--- config.mk ---
export PLATFORM = sky130hd
export DESIGN_NAME = pedal_and_wheel_tachometer
export DESIGN_NICKNAME = d
export VERILOG_FILES = /design/src/design/pwt_pkg.sv /design/src/design/pwt_div.sv /design/src/design/pedal_and_wheel_tachometer.sv
export SDC_FILE = /design/constraint.sdc
export NUM_CORES = 1
export LEC_CHECK = 0
export ABC_AREA = 1
export BUFFER_PORTS_ARGS = -buffer_cell sky130_fd_sc_hd__buf_4
export CAP_MARGIN = 10
export CELL_PAD_IN_SITES_DETAIL_PLACEMENT = 1
export CELL_PAD_IN_SITES_GLOBAL_PLACEMENT = 2
export CORE_ASPECT_RATIO = 1.75
export CORE_MARGIN = 4
export CORE_UTILIZATION = 38
export DETAILED_ROUTE_END_ITERATION = 10
export GPL_TIMING_DRIVEN = 0
export PLACE_DENSITY = 0.88
export SLEW_MARGIN = 25
export SYNTH_ARGS = -nofsm -noshare
export SYNTH_HDL_FRONTEND = slang
export SYNTH_HIERARCHICAL = 1
export SYNTH_SLANG_ARGS = --single-unit
export TNS_END_PERCENT = 5
--- constraint.sdc ---
create_clock -name clk -period 3.35 [get_ports clk]
set_clock_uncertainty 0.2 [all_clocks]
set_input_delay 0.67 -clock clk [delete_from_list [all_inputs] [get_ports clk]]
set_output_delay 0.67 -clock clk [all_outputs]
set_load 0.02 [all_outputs]
--- src/design/pwt_pkg.sv ---
// pwt_pkg: shared types and constants for the pedal and wheel tachometer
// payload structs for both channels, register indexes, reset values, divider bus
// no dependencies
`default_nettype none

package pwt_pkg;

    localparam int DIV_BITS = 24;
    localparam int CNT_BITS = $clog2(DIV_BITS);
    localparam int NUM_BITS = 24;
    localparam int TMO_BITS = 16;
    localparam int CFG_IDX_BITS = 2;

    localparam logic [CFG_IDX_BITS-1:0] CFG_PEDAL_NUM = 2'd0;
    localparam logic [CFG_IDX_BITS-1:0] CFG_WHEEL_NUM = 2'd1;
    localparam logic [CFG_IDX_BITS-1:0] CFG_PEDAL_TMO = 2'd2;
    localparam logic [CFG_IDX_BITS-1:0] CFG_WHEEL_TMO = 2'd3;

    localparam logic [NUM_BITS-1:0] PEDAL_NUM_RST = 24'd25000;
    localparam logic [NUM_BITS-1:0] WHEEL_NUM_RST = 24'd600000;
    localparam logic [TMO_BITS-1:0] PEDAL_TMO_RST = 16'd1500;
    localparam logic [TMO_BITS-1:0] WHEEL_TMO_RST = 16'd50000;

    typedef struct packed {
        logic pedal_a;
        logic pedal_b;
        logic wheel_pulse;
    } item_t;

    typedef struct packed {
        logic [7:0]  cadence_rpm;
        logic [7:0]  pedal_pulse_count;
        logic        pedaling_forward;
        logic        pedaling_backward;
        logic [15:0] wheel_ticks_per_minute;
        logic        wheel_moving;
    } result_t;

    typedef struct packed {
        logic                start;
        logic [DIV_BITS-1:0] num;
        logic [DIV_BITS-1:0] den;
    } div_req_t;

    typedef struct packed {
        logic                busy;
        logic                done;
        logic [DIV_BITS-1:0] quot;
    } div_rsp_t;

endpackage

`default_nettype wire

--- src/design/pwt_div.sv ---
// pwt_div: restoring divider, one quotient bit per cycle
// depends on pwt_pkg for the request and response structs
`default_nettype none

module pwt_div (
    input  wire logic           clk,
    input  wire logic           rst_n,
    input  wire pwt_pkg::div_req_t req,
    output pwt_pkg::div_rsp_t   rsp
);
    import pwt_pkg::*;

    logic                busy_reg, busy_next;
    logic                done_reg, done_next;
    logic [CNT_BITS-1:0] cnt_reg, cnt_next;
    logic [DIV_BITS-1:0] quot_reg, quot_next;
    logic [DIV_BITS-1:0] rem_reg, rem_next;
    logic [DIV_BITS-1:0] den_reg, den_next;

    logic [DIV_BITS:0]   trial;
    logic [DIV_BITS+1:0] diff;

    always_comb
    begin
        // quot_reg holds the remaining dividend bits in its top and the quotient below
        trial     = {rem_reg, quot_reg[DIV_BITS-1]};
        diff      = {1'b0, trial} - {2'b00, den_reg};
        busy_next = busy_reg;
        done_next = 1'b0;
        cnt_next  = cnt_reg;
        quot_next = quot_reg;
        rem_next  = rem_reg;
        den_next  = den_reg;
        if (req.start)
        begin
            busy_next = 1'b1;
            cnt_next  = CNT_BITS'(DIV_BITS - 1);
            quot_next = req.num;
            rem_next  = '0;
            den_next  = req.den;
        end
        else if (busy_reg)
        begin
            if (diff[DIV_BITS+1])
            begin
                rem_next  = trial[DIV_BITS-1:0];
                quot_next = {quot_reg[DIV_BITS-2:0], 1'b0};
            end
            else
            begin
                rem_next  = diff[DIV_BITS-1:0];
                quot_next = {quot_reg[DIV_BITS-2:0], 1'b1};
            end
            cnt_next = cnt_reg - 1'b1;
            if (cnt_reg == '0)
            begin
                busy_next = 1'b0;
                done_next = 1'b1;
            end
        end
    end

    always_ff @(posedge clk or negedge rst_n)
    begin
        if (!rst_n)
        begin
            busy_reg <= 1'b0;
            done_reg <= 1'b0;
            cnt_reg  <= '0;
        end
        else
        begin
            busy_reg <= busy_next;
            done_reg <= done_next;
            cnt_reg  <= cnt_next;
        end
    end

    always_ff @(posedge clk)
    begin
        quot_reg <= quot_next;
        rem_reg  <= rem_next;
        den_reg  <= den_next;
    end

    assign rsp.busy = busy_reg;
    assign rsp.done = done_reg;
    assign rsp.quot = quot_reg;

    a_done_after_busy: assert property (@(posedge clk) disable iff (!rst_n)
        done_reg |-> $past(busy_reg))
        else $error("divider done without a running division");

    a_start_when_free: assert property (@(posedge clk) disable iff (!rst_n)
        req.start |-> !busy_reg && !done_reg)
        else $error("divider started while busy");

    a_busy_length: assert property (@(posedge clk) disable iff (!rst_n)
        $rose(busy_reg) |-> ##1 busy_reg)
        else $error("divider ran for fewer than two steps");

endmodule

`default_nettype wire

--- src/design/pedal_and_wheel_tachometer.sv ---
// pedal_and_wheel_tachometer: period based cadence and wheel rate
// a tick with no new rate goes straight to the result; a new rate runs a division first,
// a tick with both runs pedal then wheel on the shared 24-step divider (one quotient bit per cycle)
// one tick in flight at a time; the next is taken as soon as the result is registered
// reset clears all period, pulse and rate state and loads the register defaults
// depends on pwt_pkg and pwt_div
`default_nettype none

module pedal_and_wheel_tachometer #(
    parameter int PERIOD_BITS = 16
) (
    input  wire logic                                 clk,
    input  wire logic                                 rst_n,
    input  wire logic                                 item_valid,
    output logic                                      item_stall,
    input  wire pwt_pkg::item_t                       item,
    output logic                                      result_valid,
    input  wire logic                                 result_stall,
    output pwt_pkg::result_t                          result,
    input  wire logic                                 cfg_we,
    input  wire logic [pwt_pkg::CFG_IDX_BITS-1:0]     cfg_index,
    input  wire logic [pwt_pkg::NUM_BITS-1:0]         cfg_data
);
    import pwt_pkg::*;

    localparam int CMP_BITS = (PERIOD_BITS > TMO_BITS) ? PERIOD_BITS : TMO_BITS;
    localparam logic [PERIOD_BITS-1:0] PERIOD_MAX = '1;

    typedef enum logic [3:0] {
        S_IDLE  = 4'b0001,
        S_PEDAL = 4'b0010,
        S_WHEEL = 4'b0100,
        S_DONE  = 4'b1000
    } state_t;

    state_t state_reg, state_next;

    logic [NUM_BITS-1:0]    pedal_num_reg, wheel_num_reg;
    logic [TMO_BITS-1:0]    pedal_tmo_reg, wheel_tmo_reg;

    logic [PERIOD_BITS-1:0] pedal_period_reg, pedal_period_next;
    logic                   pedal_prev_reg, pedal_prev_next;
    logic [7:0]             pedal_pulses_reg, pedal_pulses_next;
    logic                   pedal_back_reg, pedal_back_next;
    logic [7:0]             cadence_reg, cadence_next;
    logic [PERIOD_BITS-1:0] wheel_period_reg, wheel_period_next;
    logic                   wheel_prev_reg, wheel_prev_next;
    logic [15:0]            wheel_rate_reg, wheel_rate_next;

    logic                   wheel_pend_reg, wheel_pend_next;
    logic                   div_start_reg, div_start_next;
    logic [PERIOD_BITS-1:0] pedal_den_reg, pedal_den_next;
    logic [PERIOD_BITS-1:0] wheel_den_reg, wheel_den_next;

    logic                   result_valid_reg, result_valid_next;
    result_t                result_reg, result_next;

    logic                   accept;
    logic                   pedal_edge, wheel_edge;
    logic                   pedal_div, wheel_div;
    logic [PERIOD_BITS-1:0] pedal_inc, wheel_inc;

    div_req_t div_req;
    div_rsp_t div_rsp;

    pwt_div u_div (
        .clk   (clk),
        .rst_n (rst_n),
        .req   (div_req),
        .rsp   (div_rsp)
    );

    assign item_stall   = (state_reg != S_IDLE);
    assign accept       = item_valid && !item_stall;
    assign result_valid = result_valid_reg;
    assign result       = result_reg;

    assign div_req.start = div_start_reg;
    assign div_req.num   = (state_reg == S_WHEEL) ? wheel_num_reg : pedal_num_reg;
    assign div_req.den   = (state_reg == S_WHEEL) ? DIV_BITS'(wheel_den_reg)
                                                  : DIV_BITS'(pedal_den_reg);

    always_comb
    begin
        pedal_edge = item.pedal_a && !pedal_prev_reg;
        wheel_edge = item.wheel_pulse && !wheel_prev_reg;
        pedal_inc  = (pedal_period_reg == PERIOD_MAX) ? PERIOD_MAX : pedal_period_reg + 1'b1;
        wheel_inc  = (wheel_period_reg == PERIOD_MAX) ? PERIOD_MAX : wheel_period_reg + 1'b1;
        pedal_div  = pedal_edge && (pedal_period_reg != '0);
        wheel_div  = wheel_edge && (wheel_period_reg != '0);

        state_next        = state_reg;
        pedal_period_next = pedal_period_reg;
        pedal_prev_next   = pedal_prev_reg;
        pedal_pulses_next = pedal_pulses_reg;
        pedal_back_next   = pedal_back_reg;
        cadence_next      = cadence_reg;
        wheel_period_next = wheel_period_reg;
        wheel_prev_next   = wheel_prev_reg;
        wheel_rate_next   = wheel_rate_reg;
        wheel_pend_next   = wheel_pend_reg;
        div_start_next    = 1'b0;
        pedal_den_next    = pedal_den_reg;
        wheel_den_next    = wheel_den_reg;
        result_valid_next = result_valid_reg && result_stall;
        result_next       = result_reg;

        unique case (state_reg)
            S_IDLE:
            begin
                if (accept)
                begin
                    // pedal channel
                    if (pedal_edge)
                    begin
                        pedal_pulses_next = pedal_pulses_reg + 1'b1;
                        pedal_back_next   = item.pedal_b;
                        if (pedal_div)
                        begin
                            pedal_den_next    = pedal_period_reg;
                            pedal_period_next = '0;
                        end
                    end
                    else
                    begin
                        pedal_period_next = pedal_inc;
                        if (cadence_reg != '0 &&
                            CMP_BITS'(pedal_inc) > CMP_BITS'(pedal_tmo_reg))
                        begin
                            cadence_next      = '0;
                            pedal_pulses_next = '0;
                            pedal_back_next   = 1'b0;
                        end
                    end
                    pedal_prev_next = item.pedal_a;

                    // wheel channel
                    if (wheel_edge)
                    begin
                        if (wheel_div)
                        begin
                            wheel_den_next    = wheel_period_reg;
                            wheel_period_next = '0;
                        end
                    end
                    else
                    begin
                        wheel_period_next = wheel_inc;
                        if (wheel_rate_reg != '0 &&
                            CMP_BITS'(wheel_inc) > CMP_BITS'(wheel_tmo_reg))
                        begin
                            wheel_rate_next = '0;
                        end
                    end
                    wheel_prev_next = item.wheel_pulse;

                    wheel_pend_next = wheel_div;
                    if (pedal_div)
                    begin
                        state_next     = S_PEDAL;
                        div_start_next = 1'b1;
                    end
                    else if (wheel_div)
                    begin
                        state_next     = S_WHEEL;
                        div_start_next = 1'b1;
                    end
                    else
                    begin
                        state_next = S_DONE;
                    end
                end
            end
            S_PEDAL:
            begin
                if (div_rsp.done)
                begin
                    cadence_next = (|div_rsp.quot[DIV_BITS-1:8]) ? 8'hFF : div_rsp.quot[7:0];
                    if (wheel_pend_reg)
                    begin
                        state_next     = S_WHEEL;
                        div_start_next = 1'b1;
                    end
                    else
                    begin
                        state_next = S_DONE;
                    end
                end
            end
            S_WHEEL:
            begin
                if (div_rsp.done)
                begin
                    wheel_rate_next = (|div_rsp.quot[DIV_BITS-1:16]) ? 16'hFFFF
                                                                     : div_rsp.quot[15:0];
                    state_next      = S_DONE;
                end
            end
            S_DONE:
            begin
                // wait for the output register to free up
                if (!result_valid_reg || !result_stall)
                begin
                    result_valid_next                  = 1'b1;
                    result_next.cadence_rpm            = cadence_reg;
                    result_next.pedal_pulse_count      = pedal_pulses_reg;
                    result_next.pedaling_forward       = (cadence_reg != '0) && !pedal_back_reg;
                    result_next.pedaling_backward      = (cadence_reg != '0) && pedal_back_reg;
                    result_next.wheel_ticks_per_minute = wheel_rate_reg;
                    result_next.wheel_moving           = (wheel_rate_reg != '0);
                    state_next                         = S_IDLE;
                end
            end
        endcase
    end

    always_ff @(posedge clk or negedge rst_n)
    begin
        if (!rst_n)
        begin
            state_reg        <= S_IDLE;
            pedal_period_reg <= '0;
            pedal_prev_reg   <= 1'b0;
            pedal_pulses_reg <= '0;
            pedal_back_reg   <= 1'b0;
            cadence_reg      <= '0;
            wheel_period_reg <= '0;
            wheel_prev_reg   <= 1'b0;
            wheel_rate_reg   <= '0;
            wheel_pend_reg   <= 1'b0;
            div_start_reg    <= 1'b0;
            result_valid_reg <= 1'b0;
        end
        else
        begin
            state_reg        <= state_next;
            pedal_period_reg <= pedal_period_next;
            pedal_prev_reg   <= pedal_prev_next;
            pedal_pulses_reg <= pedal_pulses_next;
            pedal_back_reg   <= pedal_back_next;
            cadence_reg      <= cadence_next;
            wheel_period_reg <= wheel_period_next;
            wheel_prev_reg   <= wheel_prev_next;
            wheel_rate_reg   <= wheel_rate_next;
            wheel_pend_reg   <= wheel_pend_next;
            div_start_reg    <= div_start_next;
            result_valid_reg <= result_valid_next;
        end
    end

    always_ff @(posedge clk or negedge rst_n)
    begin
        if (!rst_n)
        begin
            pedal_num_reg <= PEDAL_NUM_RST;
            wheel_num_reg <= WHEEL_NUM_RST;
            pedal_tmo_reg <= PEDAL_TMO_RST;
            wheel_tmo_reg <= WHEEL_TMO_RST;
        end
        else if (cfg_we)
        begin
            unique case (cfg_index)
                CFG_PEDAL_NUM: pedal_num_reg <= cfg_data;
                CFG_WHEEL_NUM: wheel_num_reg <= cfg_data;
                CFG_PEDAL_TMO: pedal_tmo_reg <= cfg_data[TMO_BITS-1:0];
                CFG_WHEEL_TMO: wheel_tmo_reg <= cfg_data[TMO_BITS-1:0];
            endcase
        end
    end

    always_ff @(posedge clk)
    begin
        pedal_den_reg <= pedal_den_next;
        wheel_den_reg <= wheel_den_next;
        result_reg    <= result_next;
    end

    a_done_in_run: assert property (@(posedge clk) disable iff (!rst_n)
        div_rsp.done |-> (state_reg == S_PEDAL || state_reg == S_WHEEL))
        else $error("divider finished outside a division state");

    a_idle_div_free: assert property (@(posedge clk) disable iff (!rst_n)
        (state_reg == S_IDLE) |-> !div_rsp.busy && !div_start_reg)
        else $error("divider active while sequencer idle");

    a_result_from_done: assert property (@(posedge clk) disable iff (!rst_n)
        $rose(result_valid_reg) |-> $past(state_reg == S_DONE))
        else $error("result registered outside the done state");

    a_period_cleared: assert property (@(posedge clk) disable iff (!rst_n)
        (state_reg == S_PEDAL) |-> (pedal_period_reg == '0))
        else $error("pedal period not cleared for a new cadence");

endmodule

`default_nettype wire

==> results of run 1 <==
[through the flow]
stage / total power [uW] / setup TNS [ps] / hold slack (ps)
floorplan: 10200 / 0 / 174
global placement: 12300 / -26760 / 255
detailed placement: 12600 / -4660 / 260
CTS: 16300 / -117 / 92.9
global route: 17500 / -338 / 107
finish: 16200 / 0 / 113
[how the worst max path moves through the flow]
stage,start,end,slack [ps]
after floorplan,state_reg[1],result[0],370
after global placement,result_stall,result[11],-690
after detailed placement,pedal_period_reg[1],pedal_pulses_reg[5],-300
after CTS,pedal_period_reg[0],pedal_pulses_reg[5],-30
after global routing,wheel_period_reg[0],wheel_rate_reg[8],-60
final,wheel_period_reg[0],wheel_rate_reg[6],140
[repair_timing]
item,4_1_cts,5_1_grt
pin swaps,0,8
endpoints found under the hold margin,70,0
setup endpoints to repair,33,33
hold buffers,1,0
gates resized for setup,14,44
cloned,0,2
setup buffers,0,10
[worst reg2reg max path, delay by kind of cell, from the launching register on]
kind | cells | cell delay [ps]
flops | 1 | 420
compound gates | 3 | 520
fa+ha+maj | 1 | 310
simple gates | 13 | 1490
buf+inv | 1 | 160
[power groups by stage]
| stage | clock, uW | combinational (uW) | sequential (uW) |
|---|---|---|---|
| finish | 3600 | 6760 | 5880 |
| floorplan | 0 | 4330 | 5880 |
| CTS | 3700 | 6750 | 5880 |
| detailed placement | 0 | 6670 | 5940 |
| global route | 3850 | 7670 | 6010 |
| global placement | 0 | 6410 | 5900 |
[metal layers]
metal,GRT usage (%),vias to the layer above,part of all wire [%]
li1,-,6479,-
met1,22.0,6356,37
met2,41.9,177,56
met3,2.09,103,2.2
met4,9.43,0,5.0
met5,0,-,0
[final cells by class]
cell class	count	area (um2)	area share, %
Clock inverter	22	299	1.61
Multi-Input combinational cell	1330	6750	36.4
Inverter	298	1120	6.05
Clock buffer	32	737	3.98
Tap cell	550	688	3.71
Sequential cell	300	8000	43.2
Buffer	54	272	1.46
Timing Repair Buffer	84	671	3.62
==> run metrics, run 1 <==
status=finished, final reports clean; CTS tree=built; worst reg2reg path startpoint=wheel_period_reg[0]; max reg flops=35; total core area=about 41000 um2; CP max stage cell=dfrtp_1; Fin. Hold Viols=0; # diodes=0; Post-Route WL=around 48000 um; switching pwr=6780 uW; Hold Path Depth=3; Internal=around 9400 uW; # IOs=slightly above 70; f_max=around 310 MHz; CTS buffer count=29; Max Root-Sink Buffers=3; largest net degree at the start of global routing=between 80 and 90; Vias/cell=4.91; CP Capture Type=flip-flop; CP Max Fanout=10; antenna violations before repair=0; fillcell total=between 4000 and 5000; design area=~19000 um2; fin util=between 40 and 50%; HPWL after detailed placement=~37000 um; worst slack at placement=-303 ps; vias in the first global route=approximately 14000; Crit Path Class=flip-flop to flip-flop; commonest non-fill, non-tap cell in the layout=nand2_1; PD cells=876 nW/um2; worst hold endpoint=pedal_back_reg; Root Driver=clkbuf_16; Pleak=between 0.009 and 0.01 uW; Placed Cells=around 2600; RSZ-0062 raised after global routing=yes; clk sinks=300; average cell area after synthesis=~8.0 um2; via count=approximately 13000; Synth Instances=around 2000; Post-route DRC=0; minimum clock period=3210 ps; Worst Hold Launch=item[1]; Final setup viols=0; Seq pwr share=36.2%; Yosys Warn Count=6; max cap viols=0; fin crit share=roughly 96%; setup ws final=between 100 and 150 ps; Sw Share=between 40% and 50%; cells along the critical path=nand3_1 > nor2_2 > nand2_2 > nor2_4 > nand3_1 > o21ai_1 > nand3_2 > ha_1 > nand2_1 > o21ai_0 > a21oi_2 > nand2_1 > nand2_2 > nand2_4 > nand2_4 > buf_6 > nand2_1 > nand2_1; most frequent cells in the layout=709 x nand2_1, 281 x inv_1, 130 x dfrtp_1; crit-path max cell delay=approximately 420 ps; share of layout cells above drive strength 1=between 10% and 20%; Avg WL per Cell=about 18 um; Final Max Slew Viols=0; Initial DRT Pass Iterations=4; Clock power frac=between 20% and 30%; Worst R2R End=wheel_rate_reg[6]; part of the power in combinational logic=between 40% and 50%; RD Place Congestion=around 0.83; die area=roughly 45000 um2; Site Rows=98; Slew @ Worst Pin=about 870 ps; fin cells=~2700; hold crit path type=input pin to flip-flop; area grow syn2layout=16.7%; Die H=~280 um; crit-path leading delay family=simple AND/OR/NAND/NOR gates; Slew HR=approximately two fifths; reg-to-reg slack, setup=140 ps; WP buf/inv=1; clk slew on worst S/H paths=roughly 70 ps; Die X-Extent=~160 um; number of routed nets with antenna violations=0; cell area after placement=17200 um2; Initial Util=around two fifths; Post-Syn Area=around 16000 um2; Levels on crit path=18; Buffers on Ports=70; total track usage=between 20% and 30%; CP Launch Type=flip-flop; H-tree levels=1; peak supply drop=around 0.45 mV; Layout Nets=roughly 2200; Worst Path Required=roughly 3600 ps; most frequent CP cell=nand2_1; GRT overflow=0; Starting DRT DRC Count=470; r2r worst-path depth=18; first-pass GRT wire length=roughly 76000 um; Worst Path Arrival=about 3500 ps; worst skew pair latency=just under 600 ps
(Power assumes the default switching activity.)
==> inputs of run 2 (changes only) <==
ABC_AREA = 0   (was 1)
CORE_UTILIZATION = 42   (was 38)
==> run 2 against run 1 <==
  * The flow now finishes with violations (negative setup slack)
  * Via count fell by 13%
  * Synthesized cell count fell by 28%
  * Wire length fell by 8.3%
  * Sequential share of layout area rose by 0.82 points
  * Critical path type unchanged
  * Hold slack got worse by 35 ps
  * Global-route usage rose by 0.64 points
  * Sequential power fell by 9.4%
  * Register-to-register slack got worse by 210 ps
  * Highest routed layer unchanged
  * Critical endpoint is now pedal_pulses_reg[6]
==> run metrics, run 2 <==
total power=13400 uW (-18%); Final setup viols=21 (+21); CTS tree=built; clk sinks=300 (unchanged); max reg flops=35 (unchanged); PD cells=734 nW/um2 (-16%); antenna violations before repair=0 (unchanged); crit-path leading delay family=simple AND/OR/NAND/NOR gates; minimum clock period=3420 ps (+212 ps); fin util=50.7% (+5.6 points); first-pass GRT wire length=68600 um (-10%); Starting DRT DRC Count=432 (-8.1%); commonest non-fill, non-tap cell in the layout=nand2_1; cells along the critical path=ha_4 > nand3_4 > nor3_4 > and3_4 > and3_4 > a21oi_4 > o21ai_2 > ha_1 > nand4_1 > nor4_2 > a21boi_2 > o31ai_4 > a21o_4 > a22o_1; max cap viols=0 (unchanged); Slew HR=35.7% (-6.1 points); GRT overflow=0 (unchanged); CP Max Fanout=7 (-3); Avg WL per Cell=21.3 um (+19%); Max Root-Sink Buffers=3 (unchanged); area grow syn2layout=19.8%; # diodes=0 (unchanged); failing checks=negative setup slack; setup ws final=-68.0 ps (-212 ps); # IOs=71 (unchanged); Buffers on Ports=70 (unchanged); Worst Path Arrival=3690 ps (+210 ps); Post-Syn Area=15200 um2 (-4.3%); via count=11400 (-13%); die area=39400 um2 (-13%); total track usage=21.8% (+0.64 points); RD Place Congestion=0.868 (+4.2%); largest net degree at the start of global routing=88 (+4.8%); Root Driver=clkbuf_16; Site Rows=92 (-6.1%); Hold Path Depth=2 (-1); Pleak=0.00755 uW (-19%); most frequent CP cell=and3_4; most frequent cells in the layout=206 x nand2_1, 117 x dfrtp_1, 115 x buf_4, 115 x edfxtp_1, 106 x nor2_1; Worst Path Required=3620 ps (about the same); Die X-Extent=152 um (-6.6%); Crit Path Class=flip-flop to flip-flop; Slew @ Worst Pin=963 ps (+91.7 ps); vias in the first global route=12500 (-14%); peak supply drop=0.540 mV (+19%); H-tree levels=1 (unchanged); CP max stage cell=dfrtp_2; number of routed nets with antenna violations=0 (unchanged); Post-route DRC=0 (unchanged); total core area=35900 um2 (-13%); share of layout cells above drive strength 1=26.5% (+13 points); crit-path max cell delay=440 ps (+20 ps); Fin. Hold Viols=0 (unchanged); fillcell total=3953 (-21%); Levels on crit path=14 (-4); fin crit share=102% (+6.3 points); Initial Util=42.3% (+3.7 points); clk slew on worst S/H paths=70 ps (about the same); HPWL after detailed placement=32300 um (-14%); status=complete, but fails checks; Synth Instances=1415 (-28%); Initial DRT Pass Iterations=4 (unchanged); CTS buffer count=30 (+3.4%); CP Launch Type=flip-flop; Post-Route WL=43900 um (-8.3%); r2r worst-path depth=14 (-4); worst skew pair latency=580 ps (about the same); RSZ-0062 raised after global routing=yes; Die H=260 um (-6.7%); Vias/cell=5.55 (+13%); CP Capture Type=flip-flop; hold crit path type=input pin to flip-flop; Layout Nets=1668 (-24%); Final Max Slew Viols=0 (unchanged); average cell area after synthesis=10.7 um2 (+34%); Yosys Warn Count=6 (unchanged); setup TNS=-1010 ps (-1010 ps); WP buf/inv=0 (-1); f_max=293 MHz (-6.2%)
run 2: path summary, 6_finish.rpt:
check                                     start             endpoint  slack (ps)
setup / recovery            pedal_period_reg[0]  pedal_pulses_reg[6]         -70
hold / removal                       item_valid         state_reg[0]          80
setup reg to reg            pedal_period_reg[0]  pedal_pulses_reg[6]         -70
hold reg to reg            pedal_period_reg[12]    pedal_den_reg[12]         260
max in group asynchronous                 rst_n    wheel_num_reg[19]        1520
min in group asynchronous                 rst_n    wheel_rate_reg[0]         480
run 2: layout make-up:
type / instances / area (um2) / share of cell area, %
repair buffers: 118 / 947 / 5.20
flip-flops and latches: 300 / 8020 / 44.0
plain buffers: 60 / 324 / 1.78
clock inverters: 19 / 218 / 1.19
clock buffers: 37 / 818 / 4.49
multi-input cells: 981 / 7020 / 38.5
inverters: 79 / 297 / 1.63
well taps: 470 / 588 / 3.23
run 2: metal layers:
layer	track usage (%)	vias to the layer above	share of wire, %
met4	11.3	0	5.4
met5	0	-	0
met2	42.9	184	57
met3	2.28	114	2.7
met1	22.4	5760	35
li1	-	5389	-
run 2: power breakdown:
part / total (uW) / internal, uW / switching, uW
Combinational: 4520 / 1900 / 2620
Clock: 3540 / 2050 / 1490
Sequential: 5330 / 4740 / 586
Total: 13400 / 8690 / 4690
run 2: metrics by stage:
stage          worst slack, ps  hold WS, ps  cells  cell area [um2]
2_1_floorplan            -65.4          174   1422            15300
3_3_place_gp              -882          226   1962            16400
3_5_place_dp             -1010          234   1964            16500
4_1_cts                   -131         55.7   2052            18000
5_1_grt                   -193         73.8   2064            18200
6_report                 -68.0         78.4   2064            18200
run 2: worst register-to-register path, cell delays in order (launching register included):
cell and delay, ps:
dfrtp_2 440, ha_4 180, nand3_4 90, nor3_4 60
and3_4 210, and3_4 210, a21oi_4 130, o21ai_2 80
ha_1 310, nand4_1 170, nor4_2 370, a21boi_2 270
o31ai_4 100, a21o_4 260, a22o_1 220
run 2: timing repair:
action	CTS	global route
hold buffers	1	0
pin swaps	36	24
buffers inserted	32	14
setup endpoints to repair	33	62
resized for setup	73	25
hold endpoints to repair	70	0
==> inputs of run 3 (changes only) <==
CELL_PAD_IN_SITES_DETAIL_PLACEMENT = unset   (was 1)
CELL_PAD_IN_SITES_GLOBAL_PLACEMENT = unset   (was 2)
CORE_UTILIZATION = 55   (was 42)
PLACE_DENSITY = 0.8   (was 0.88)
==> run 3 against run 2 <==
  * The run still ends with negative setup slack left
  * Combinational power down 3%
  * Final cell count down 5.8%
  * Wire length down 13%
  * Register-to-register slack worse by 30 ps
  * Critical path depth up 1
  * Critical endpoint is now pedal_pulses_reg[5]
  * Fmax down 0.85%
  * Global-route usage up 3.1 points
  * Critical path type unchanged
  * Highest routed layer unchanged
  * Sequential share of layout area up 0.86 points
  * Sequential cell count unchanged
  * Clock power down 11%
==> run metrics, run 3 (same netlist as run 2, synthesis figures left out) <==
Worst Path Required=3640 ps (+20 ps); share of layout cells above drive strength 1=26.0% (-0.59 points); Avg WL per Cell=19.7 um (-7.5%); die area=30500 um2 (-23%); minimum clock period=3450 ps (+29.3 ps); status=complete, but fails checks; Slew HR=37.0% (+1.2 points); setup ws final=-97.3 ps (-29.3 ps); Hold Path Depth=3 (+1); area grow syn2layout=17.6%; worst skew pair latency=570 ps (about the same); # IOs=71 (unchanged); Post-route DRC=0 (unchanged); design area=17900 um2 (-1.9%); Reg area=8020 um2 (about the same); Slew @ Worst Pin=943 ps (-19.9 ps); Buffers on Ports=70 (unchanged); number of routed nets with antenna violations=0 (unchanged); CTS tree=built; vias in the first global route=12000 (-3.7%); CP Capture Type=flip-flop; via count=11500 (+0.86%); Worst Hold Launch=item[0]; total track usage=24.9% (+3.1 points); H-tree levels=1 (unchanged); RSZ-0062 raised after global routing=yes; failing checks=negative setup slack; first-pass GRT wire length=61300 um (-11%); max reg flops=35 (unchanged); GRT overflow=0 (unchanged); Final Max Slew Viols=0 (unchanged); clk slew on worst S/H paths=70 ps (about the same); RD Place Congestion=0.963 (+11%); worst slack at placement=-926 ps (+85.7 ps); Crit Path Class=flip-flop to flip-flop; reg-to-reg slack, setup=-100 ps (-30 ps); most frequent cells in the layout=205 x nand2_1, 115 x edfxtp_1, 114 x dfrtp_1; final hold slack=114 ps (+35.9 ps); fillcell total=2059 (-48%); Site Rows=80 (-13%); cell area after placement=16400 um2 (-0.82%); peak supply drop=0.548 mV (+1.4%); Initial DRT Pass Iterations=5 (+1); hold crit path type=input pin to flip-flop; CP Launch Type=flip-flop; f_max=290 MHz (-0.85%); fin util=65.7% (+15 points); antenna violations before repair=0 (unchanged); clk sinks=300 (unchanged); worst hold endpoint=wheel_prev_reg; Die H=228 um (-12%); Placed Cells=1863 (-5.1%); Worst R2R End=pedal_pulses_reg[5]; fin cells=1945 (-5.8%); Vias/cell=5.94 (+7.0%); Pleak=0.00741 uW (-1.8%); commonest non-fill, non-tap cell in the layout=nand2_1; HPWL after detailed placement=27400 um (-15%); Root Driver=clkbuf_16; Initial Util=55.9% (+14 points); Fin. Hold Viols=0 (unchanged); Post-Route WL=38300 um (-13%); crit path from=pedal_period_reg[6]; CTS buffer count=28 (-6.7%); Starting DRT DRC Count=730 (+69%); Final setup viols=17 (-19%); CP Max Fanout=4 (-3); multi-input logic area=7030 um2 (+0.14%); r2r worst-path depth=15 (+1); max cap viols=0 (unchanged); Max Root-Sink Buffers=3 (unchanged); fin crit share=103% (+0.87 points); Die X-Extent=134 um (-12%); Worst Path Arrival=3730 ps (+40 ps); Layout Nets=1652 (-0.96%); # diodes=0 (unchanged); worst reg2reg path startpoint=pedal_period_reg[6]; total core area=27200 um2 (-24%); PD cells=718 nW/um2 (-2.2%); largest net degree at the start of global routing=89 (+1.1%)
==> run 3: per-layer routing <==
metal,up-vias,share of wire [%],global-route usage [%]
met4,0,6.4,15.3
met3,140,4.3,3.46
met2,382,54,45.3
li1,5360,-,-
met5,-,0,0
met1,5663,36,26.7
==> run 3: repair_timing <==
item / in CTS / in global routing
endpoints found under the hold margin: 66 / 0
resized for setup: 69 / 29
hold buffers: 1 / 0
buffers inserted: 31 / 0
pin swaps: 24 / 10
endpoints found under the setup margin: 33 / 38
==> run 3: area by class of cell <==
type | instances | area share (%)
flip-flops and latches | 300 | 44.9
clock buffers | 34 | 4.27
well taps | 369 | 2.58
multi-input cells | 981 | 39.3
repair buffers | 104 | 4.71
plain buffers | 60 | 1.78
inverters | 79 | 1.66
clock inverters | 18 | 0.861
==> run 3: worst max-delay path by stage <==
stage / endpoint / depth (start not counted)
detailed placement: cadence_reg[3] / 16
CTS: pedal_pulses_reg[6] / 12
global route: pedal_pulses_reg[7] / 14
finish: pedal_pulses_reg[5] / 15
floorplan: wheel_rate_reg[10] / 14
global placement: cadence_reg[2] / 16
==> run 3: per-stage QoR <==
| step | TNS [ps] | power (uW) |
|---|---|---|
| finish | -773 | 12800 |
| global route | -6060 | 13600 |
| CTS | -833 | 12800 |
| detailed placement | -21870 | 9510 |
| global placement | -45760 | 9280 |
| floorplan | -640 | 8270 |
==> run 3: power by group <==
group	switching, uW	internal (uW)	leakage, uW
clock network	1420	1720	0.000442
registers	572	4740	0.00301
logic	2510	1880	0.00395
==> run 3: critical path: stages (launching register included) <==
cell and delay, ps:
dfrtp_2 390, nand4_1 180, buf_4 200, nor4b_4 290, nand3_2 170, xnor2_2 220, nand2_1 90, ha_1 300
nand4_1 160, buf_4 140, nor2_1 40, a21o_1 170, o31ai_4 380, buf_4 200, nor2_1 50, a211oi_2 190
